### src/sv/slcfd_pkg.sv
// Package with the shared types, constants and CRC function of the frame deframer.
package slcfd_pkg;

    localparam logic [7:0]  SYNC_FIRST  = 8'h5A;
    localparam logic [7:0]  SYNC_SECOND = 8'hA5;
    localparam logic [15:0] CRC_POLY    = 16'h1021;

    localparam logic [15:0] MAX_LEN_RESET    = 16'd8186;
    localparam logic [7:0]  REC_TAG_RESET    = 8'h91;
    localparam logic [7:0]  REC_LEN_RESET    = 8'd76;

    typedef enum logic [1:0] {
        REG_MAX_LEN = 2'd0,
        REG_REC_TAG = 2'd1,
        REG_REC_LEN = 2'd2
    } cfg_index_t;

    typedef enum logic [2:0] {
        PH_HUNT    = 3'd0,
        PH_SYNC2   = 3'd1,
        PH_LEN_LO  = 3'd2,
        PH_LEN_HI  = 3'd3,
        PH_CRC_LO  = 3'd4,
        PH_CRC_HI  = 3'd5,
        PH_PAYLOAD = 3'd6
    } phase_t;

    typedef enum logic [1:0] {
        ST_GOOD     = 2'd0,
        ST_CRC_BAD  = 2'd1,
        ST_TOO_LONG = 2'd2
    } status_t;

    typedef struct packed {
        logic [15:0] max_payload_len;
        logic [7:0]  record_tag;
        logic [7:0]  record_len;
    } cfg_t;

    typedef struct packed {
        logic        has_data;
        logic [7:0]  payload_byte;
        logic [15:0] byte_index;
        logic        frame_end;
        status_t     frame_status;
        logic [15:0] record_count;
    } result_t;

    // CRC-16, polynomial 0x1021, MSB first, one byte per call.
    function automatic logic [15:0] crc_byte(input logic [15:0] crc, input logic [7:0] b);
        logic [15:0] c;
        c = crc ^ {b, 8'h00};
        for (int i = 0; i < 8; i++) begin
            if (c[15]) begin
                c = {c[14:0], 1'b0} ^ CRC_POLY;
            end else begin
                c = {c[14:0], 1'b0};
            end
        end
        return c;
    endfunction

    localparam logic [15:0] CRC_START = crc_byte(16'h0000, SYNC_FIRST);

endpackage

### src/sv/slcfd_parser.sv
// Frame parser: phase machine, header capture, running CRC and record counting.
module slcfd_parser (
    input  logic                  aclk,
    input  logic                  aresetn,
    input  logic                  in_fire,
    input  logic [7:0]            rx_byte,
    input  slcfd_pkg::cfg_t       cfg,
    output logic                  res_valid,
    output slcfd_pkg::result_t    res
);

    slcfd_pkg::phase_t phase_reg, phase_next;
    logic [15:0] frame_length_reg, frame_length_next;
    logic [15:0] received_crc_reg, received_crc_next;
    logic [15:0] running_crc_reg, running_crc_next;
    logic [15:0] payload_position_reg, payload_position_next;
    logic [7:0]  record_offset_reg, record_offset_next;
    logic [15:0] records_found_reg, records_found_next;
    logic        counting_records_reg, counting_records_next;

    logic [15:0] crc_upd;
    logic [15:0] len_full;
    logic [15:0] rcrc_full;
    logic [16:0] pos_inc;
    logic [8:0]  off_inc;
    logic        crc_good_payload;

    always_ff @(posedge aclk) begin
        if (!aresetn) begin
            phase_reg            <= slcfd_pkg::PH_HUNT;
            frame_length_reg     <= '0;
            received_crc_reg     <= '0;
            running_crc_reg      <= '0;
            payload_position_reg <= '0;
            record_offset_reg    <= '0;
            records_found_reg    <= '0;
            counting_records_reg <= 1'b1;
        end else if (in_fire) begin
            phase_reg            <= phase_next;
            frame_length_reg     <= frame_length_next;
            received_crc_reg     <= received_crc_next;
            running_crc_reg      <= running_crc_next;
            payload_position_reg <= payload_position_next;
            record_offset_reg    <= record_offset_next;
            records_found_reg    <= records_found_next;
            counting_records_reg <= counting_records_next;
        end
    end

    always_comb begin
        crc_upd          = slcfd_pkg::crc_byte(running_crc_reg, rx_byte);
        len_full         = {rx_byte, frame_length_reg[7:0]};
        rcrc_full        = {rx_byte, received_crc_reg[7:0]};
        pos_inc          = {1'b0, payload_position_reg} + 17'd1;
        off_inc          = {1'b0, record_offset_reg} + 9'd1;
        crc_good_payload = (crc_upd == received_crc_reg);

        phase_next            = phase_reg;
        frame_length_next     = frame_length_reg;
        received_crc_next     = received_crc_reg;
        running_crc_next      = running_crc_reg;
        payload_position_next = payload_position_reg;
        record_offset_next    = record_offset_reg;
        records_found_next    = records_found_reg;
        counting_records_next = counting_records_reg;

        res_valid        = 1'b0;
        res.has_data     = 1'b0;
        res.payload_byte = '0;
        res.byte_index   = '0;
        res.frame_end    = 1'b0;
        res.frame_status = slcfd_pkg::ST_GOOD;
        res.record_count = '0;

        unique case (phase_reg)
            slcfd_pkg::PH_HUNT: begin
                if (rx_byte == slcfd_pkg::SYNC_FIRST) begin
                    running_crc_next = slcfd_pkg::CRC_START;
                    phase_next       = slcfd_pkg::PH_SYNC2;
                end
            end
            slcfd_pkg::PH_SYNC2: begin
                if (rx_byte == slcfd_pkg::SYNC_SECOND) begin
                    running_crc_next = crc_upd;
                    phase_next       = slcfd_pkg::PH_LEN_LO;
                end else if (rx_byte == slcfd_pkg::SYNC_FIRST) begin
                    running_crc_next = slcfd_pkg::CRC_START;
                end else begin
                    phase_next = slcfd_pkg::PH_HUNT;
                end
            end
            slcfd_pkg::PH_LEN_LO: begin
                frame_length_next = {8'h00, rx_byte};
                running_crc_next  = crc_upd;
                phase_next        = slcfd_pkg::PH_LEN_HI;
            end
            slcfd_pkg::PH_LEN_HI: begin
                frame_length_next = len_full;
                running_crc_next  = crc_upd;
                if (len_full > cfg.max_payload_len) begin
                    phase_next       = slcfd_pkg::PH_HUNT;
                    res_valid        = 1'b1;
                    res.frame_end    = 1'b1;
                    res.frame_status = slcfd_pkg::ST_TOO_LONG;
                end else begin
                    phase_next = slcfd_pkg::PH_CRC_LO;
                end
            end
            slcfd_pkg::PH_CRC_LO: begin
                received_crc_next = {8'h00, rx_byte};
                phase_next        = slcfd_pkg::PH_CRC_HI;
            end
            slcfd_pkg::PH_CRC_HI: begin
                received_crc_next     = rcrc_full;
                payload_position_next = '0;
                record_offset_next    = '0;
                records_found_next    = '0;
                counting_records_next = (cfg.record_len != 8'd0);
                if (frame_length_reg == 16'd0) begin
                    phase_next       = slcfd_pkg::PH_HUNT;
                    res_valid        = 1'b1;
                    res.frame_end    = 1'b1;
                    res.frame_status = (running_crc_reg == rcrc_full) ?
                                       slcfd_pkg::ST_GOOD : slcfd_pkg::ST_CRC_BAD;
                end else begin
                    phase_next = slcfd_pkg::PH_PAYLOAD;
                end
            end
            slcfd_pkg::PH_PAYLOAD: begin
                running_crc_next = crc_upd;
                if (counting_records_reg) begin
                    if (record_offset_reg == 8'd0 && rx_byte != cfg.record_tag) begin
                        counting_records_next = 1'b0;
                    end else if (off_inc >= {1'b0, cfg.record_len}) begin
                        records_found_next = records_found_reg + 16'd1;
                        record_offset_next = '0;
                    end else begin
                        record_offset_next = off_inc[7:0];
                    end
                end
                res_valid        = 1'b1;
                res.has_data     = 1'b1;
                res.payload_byte = rx_byte;
                res.byte_index   = payload_position_reg;
                if (pos_inc >= {1'b0, frame_length_reg}) begin
                    phase_next       = slcfd_pkg::PH_HUNT;
                    res.frame_end    = 1'b1;
                    res.frame_status = crc_good_payload ?
                                       slcfd_pkg::ST_GOOD : slcfd_pkg::ST_CRC_BAD;
                    res.record_count = crc_good_payload ? records_found_next : 16'd0;
                end else begin
                    payload_position_next = pos_inc[15:0];
                end
            end
            default: begin
                phase_next = slcfd_pkg::PH_HUNT;
                if (rx_byte == slcfd_pkg::SYNC_FIRST) begin
                    running_crc_next = slcfd_pkg::CRC_START;
                    phase_next       = slcfd_pkg::PH_SYNC2;
                end
            end
        endcase
    end

endmodule

### src/sv/sync_length_crc_frame_deframer_top.sv
// Top level of the sync/length/CRC frame deframer with config registers and result register.
// A result is registered and appears on the m_ side in the cycle after the byte that causes it is accepted.
// Throughput: one byte per cycle while the input is ready; the per-byte CRC update is a single unrolled stage.
// The input is ready whenever the result register is empty or being taken in the same cycle.
// Reset (aresetn low, synchronous) returns the parser to sync hunting, empties the result
// register and loads the configuration registers with their default values.
module sync_length_crc_frame_deframer_top (
    input  logic        aclk,
    input  logic        aresetn,
    input  logic        cfg_we,
    input  logic [1:0]  cfg_index,
    input  logic [15:0] cfg_data,
    input  logic        s_valid,
    output logic        s_ready,
    input  logic [7:0]  s_rx_byte,
    output logic        m_valid,
    input  logic        m_ready,
    output logic        m_has_data,
    output logic [7:0]  m_payload_byte,
    output logic [15:0] m_byte_index,
    output logic        m_frame_end,
    output logic [1:0]  m_frame_status,
    output logic [15:0] m_record_count
);

    slcfd_pkg::cfg_t    cfg_reg;
    slcfd_pkg::result_t res;
    slcfd_pkg::result_t out_reg;
    logic               out_valid_reg, out_valid_next;
    logic               res_valid;
    logic               in_fire;

    assign s_ready = !out_valid_reg || m_ready;
    assign in_fire = s_valid && s_ready;

    always_ff @(posedge aclk) begin
        if (!aresetn) begin
            cfg_reg.max_payload_len <= slcfd_pkg::MAX_LEN_RESET;
            cfg_reg.record_tag      <= slcfd_pkg::REC_TAG_RESET;
            cfg_reg.record_len      <= slcfd_pkg::REC_LEN_RESET;
        end else if (cfg_we) begin
            unique case (cfg_index)
                slcfd_pkg::REG_MAX_LEN: cfg_reg.max_payload_len <= cfg_data;
                slcfd_pkg::REG_REC_TAG: cfg_reg.record_tag      <= cfg_data[7:0];
                slcfd_pkg::REG_REC_LEN: cfg_reg.record_len      <= cfg_data[7:0];
                default: ;
            endcase
        end
    end

    slcfd_parser u_parser (
        .aclk      (aclk),
        .aresetn   (aresetn),
        .in_fire   (in_fire),
        .rx_byte   (s_rx_byte),
        .cfg       (cfg_reg),
        .res_valid (res_valid),
        .res       (res)
    );

    always_comb begin
        out_valid_next = out_valid_reg && !m_ready;
        if (in_fire && res_valid) begin
            out_valid_next = 1'b1;
        end
    end

    always_ff @(posedge aclk) begin
        if (!aresetn) begin
            out_valid_reg <= 1'b0;
        end else begin
            out_valid_reg <= out_valid_next;
        end
    end

    always_ff @(posedge aclk) begin
        if (in_fire && res_valid) begin
            out_reg <= res;
        end
    end

    assign m_valid        = out_valid_reg;
    assign m_has_data     = out_reg.has_data;
    assign m_payload_byte = out_reg.payload_byte;
    assign m_byte_index   = out_reg.byte_index;
    assign m_frame_end    = out_reg.frame_end;
    assign m_frame_status = out_reg.frame_status;
    assign m_record_count = out_reg.record_count;

endmodule

### config.mk
export PLATFORM = sky130hd
export DESIGN_NAME = sync_length_crc_frame_deframer_top
export DESIGN_NICKNAME = d
export VERILOG_FILES = /design/src/sv/slcfd_pkg.sv /design/src/sv/slcfd_parser.sv /design/src/sv/sync_length_crc_frame_deframer_top.sv
export SDC_FILE = /design/constraint.sdc
export NUM_CORES = 1
export LEC_CHECK = 0
export BUFFER_PORTS_ARGS = -buffer_cell sky130_fd_sc_hd__buf_2
export CORE_ASPECT_RATIO = 0.75
export CORE_MARGIN = 8
export CORE_UTILIZATION = 60
export CTS_BUF_LIST = sky130_fd_sc_hd__clkbuf_4 sky130_fd_sc_hd__clkbuf_8
export DETAILED_ROUTE_END_ITERATION = 12
export GPL_TIMING_DRIVEN = 0
export PLACE_DENSITY = 0.91
export SYNTH_ARGS = -nofsm -noshare
export SYNTH_HDL_FRONTEND = slang
export SYNTH_HIERARCHICAL = 1
export SYNTH_SLANG_ARGS = --single-unit
### constraint.sdc
create_clock -name aclk -period 5.9 [get_ports aclk]
set_input_delay 1.18 -clock aclk [delete_from_list [all_inputs] [get_ports aclk]]
set_output_delay 1.18 -clock aclk [all_outputs]
set_load 0.01 [all_outputs]
==> impl_metrics.json <==
{
  "status": "finished clean",
  "cts_buffers": 17,
  "synth-main-ff-cell": "dfxtp_1",
  "startpoint_type": "register",
  "cp_cell_sequence": "ha_1 -> nand3_1 -> nor4_1 -> nand2_1 -> and2_1 -> or2_2 -> ha_1 -> a211oi_1 -> o211ai_1 -> a221oi_1 -> o311a_1 -> clkbuf_1 -> o21ai_0 -> a21boi_0",
  "postCtsSetupRepairBufs": 0,
  "cts_sinks": 169,
  "post_cts_resized": 0,
  "hp-class": "register to register",
  "yosysWarnings": 6,
  "reg2regPathDepth": 14,
  "cp_slowest_cell": "nor4_1",
  "synth_top_area_share": 0.262,
  "ant_nets": 0,
  "synthArstFlopShare": 0,
  "min_from": "cfg_reg[31]$_SDFFE_PN0P_",
  "yosysMostFrequentCell": "dfxtp_1",
  "ys_ff_latch": 169,
  "powerDensity_nw_per_um2": 208,
  "die_w_um": 162,
  "drtPass1Iterations": 5,
  "r2r_start": "u_parser/payload_position_reg[0]$_SDFFE_PN0P_",
  "dieArea_um2": 20300,
  "ys_types": 69,
  "drv_slew": 0,
  "rsz0062_at_grt": "no",
  "endpoint_kind": "register",
  "finalHoldViolCount": 0,
  "relSlewSlack": 0.506,
  "largest_reg_flops": 32,
  "synth_area_leader_cell": "dfxtp_1",
  "postCtsHoldBufs": 0,
  "vias": 8287,
  "clock_skew_ns": 0.0115,
  "worst_slew_pin_slew_ns": 0.740,
  "multi_input_area_um2": 5190,
  "root_buffer": "clkbuf_8",
  "place_inst": 1346,
  "fin_crit_ns": 4.45,
  "h-tree-depth": 4,
  "synth_fp_nets": 1135,
  "grt_start_max_net_pins": 26,
  "std_cell_rows": 40,
  "finish.utilization": 0.673,
  "track_usage": 0.241,
  "initial_core_util": 0.605,
  "fin_cells": 1378,
  "die_h_um": 125,
  "first_iter_violations": 831,
  "grt-ovfl-total": 0,
  "fin_crit_sh": 0.754,
  "rr_endpoint": "u_parser/payload_position_reg[12]$_SDFFE_PN0P_",
  "worst-path-buf-inv": 1,
  "num_antenna_cells": 0,
  "post-route-drc-count": 0,
  "clkTransAtPathRegs_ns": 0.09,
  "crit_family": "compound AO/OA/AOI/OAI gates",
  "cp.required_ns": 6.30,
  "gp_congestion": 0.940,
  "avgRoutedWirePerCell_um": 17.9,
  "clock_latency_ns": 0.47,
  "drive_above_1_share": 0.143,
  "ys_seq_area_frac": 0.400,
  "setup_tns_ns": 0,
  "synth.area.top_cells": "dfxtp_1 26%, edfxtp_1 14%, ha_1 5.8%",
  "io_pins": 77,
  "regArea_um2": 3820,
  "fmaxAchievable_ghz": 0.225,
  "peakVddDrop_uv": 143,
  "cp_common_cell": "ha_1",
  "syn_area_um2": 9560,
  "fin_total_pwr_w": 0.00221,
  "reg2reg_slack_ns": 1.45,
  "p_leak_nw": 4.30,
  "netlist_instances": 1060,
  "cts_tree": "yes",
  "setup_viol": 0,
  "nNetsFinal": 1230,
  "grt_pass1_wl_um": 39900,
  "synth_enable_flop_cells": 44,
  "nFillCells": 1239,
  "port_buffers": 75,
  "grt_pass1_vias": 8097,
  "core_area_um2": 15800,
  "worst-path-stages": 14,
  "synth_common_cells": "125 x dfxtp_1, 117 x nand2_1, 65 x inv_1, 53 x a21boi_0, 51 x xnor2_1",
  "maxCapViolations": 0,
  "crit_end": "u_parser/payload_position_reg[12]$_SDFFE_PN0P_",
  "worstPathMaxFanout": 10,
  "viasPerCell": 6.01,
  "wirelength_um": 24600,
  "dp_hpwl_um": 18000,
  "synth_area_per_cell_um2": 9.02,
  "critPathArrivalTime_ns": 4.85,
  "area_delta_synth_final_pct": 11.3,
  "crit_type": "register to register",
  "antenna_found_initial": 0,
  "crit_start": "u_parser/payload_position_reg[0]$_SDFFE_PN0P_",
  "clk_path_buf_depth": 2,
  "crit_path_max_incr_delay_ns": 0.65
}
==> cells in the final DEF (no fill, tap or decap), types with 17 or more instances in the layout <==
| cell | count |
|---|---|
| dfxtp_1 | 125 |
| inv_1 | 65 |
| nand4_1 | 18 |
| ha_1 | 44 |
| edfxtp_1 | 44 |
| xor2_1 | 24 |
| a21boi_0 | 53 |
| a21oi_1 | 34 |
| and3_1 | 34 |
| nor2b_1 | 21 |
| nand3_1 | 43 |
| o21ai_0 | 43 |
| mux2i_1 | 26 |
| nor3_1 | 25 |
| clkbuf_1 | 42 |
| nor2_1 | 48 |
| buf_2 | 90 |
| nand2_1 | 117 |
| xnor2_1 | 51 |
| clkbuf_8 | 17 |
==> layer usage <==
metal / up-vias / routed length (um) / GRT usage
met1: 3879 / 10400 / 0.313
li1: 3931 / - / -
met2: 420 / 11300 / 0.374
met5: - / 0 / 0
met3: 57 / 2530 / 0.0649
met4: 0 / 491 / 0.0961
==> area by class of cell <==
class,count,share of cell area
Timing Repair Buffer,76,0.0378
Sequential cell,169,0.359
Buffer,66,0.0296
Inverter,65,0.0229
Multi-Input combinational cell,760,0.487
Clock buffer,17,0.0220
Clock inverter,15,0.0165
Tap cell,210,0.0247
==> per-stage QoR <==
| stage | hold slack, ns | cell area, um2 | setup WS, ns |
|---|---|---|---|
| after floorplan | 0.435 | 9560 | 1.15 |
| after global placement | 0.444 | 10200 | -0.207 |
| after global routing | 0.486 | 10600 | 1.13 |
| final | 0.474 | 10600 | 1.45 |
| after detailed placement | 0.465 | 10200 | 1.58 |
| after CTS | 0.477 | 10600 | 1.57 |
==> report_power, final <==
| group | internal, W | switching (W) | total (W) |
|---|---|---|---|
| registers | 0.00119 | 0.00000685 | 0.00120 |
| clock network | 0.000419 | 0.000442 | 0.000861 |
| logic | 0.0000623 | 0.0000895 | 0.000152 |
| total | 0.00167 | 0.000538 | 0.00221 |
==> worst register-to-register path: stages (launching register included) <==
cell	delay, ns
dfxtp_1	0.43
ha_1	0.21
nand3_1	0.18
nor4_1	0.65
nand2_1	0.15
and2_1	0.19
or2_2	0.30
ha_1	0.20
a211oi_1	0.30
o211ai_1	0.14
a221oi_1	0.43
o311a_1	0.40
clkbuf_1	0.45
o21ai_0	0.18
a21boi_0	0.17
==> worst min path at each step <==
stage	cells after the start	slack [ns]	to
floorplan	2	0.43	cfg_reg[29]$_SDFFE_PN0P_
global placement	2	0.44	cfg_reg[29]$_SDFFE_PN0P_
detailed placement	2	0.47	cfg_reg[30]$_SDFFE_PN0P_
CTS	2	0.48	cfg_reg[30]$_SDFFE_PN0P_
global route	2	0.49	cfg_reg[31]$_SDFFE_PN0P_
finish	2	0.47	cfg_reg[31]$_SDFFE_PN0P_
==> cell families (layout without fill, tap and decap cells) <==
family | after synthesis | after routing | share of synthesized area
muxes | 26 | 26 | 0.0272
DFF | 169 | 169 | 0.400
xor gates and xnor gates | 83 | 83 | 0.0867
buffers and inverters | 131 | 239 | 0.0585
adders and majority gates | 44 | 44 | 0.0576
AOI/OAI and AO/OA | 212 | 212 | 0.153
and+or+nand+nor | 395 | 395 | 0.217
No activity file was read; power rests on OpenSTA's default activity.
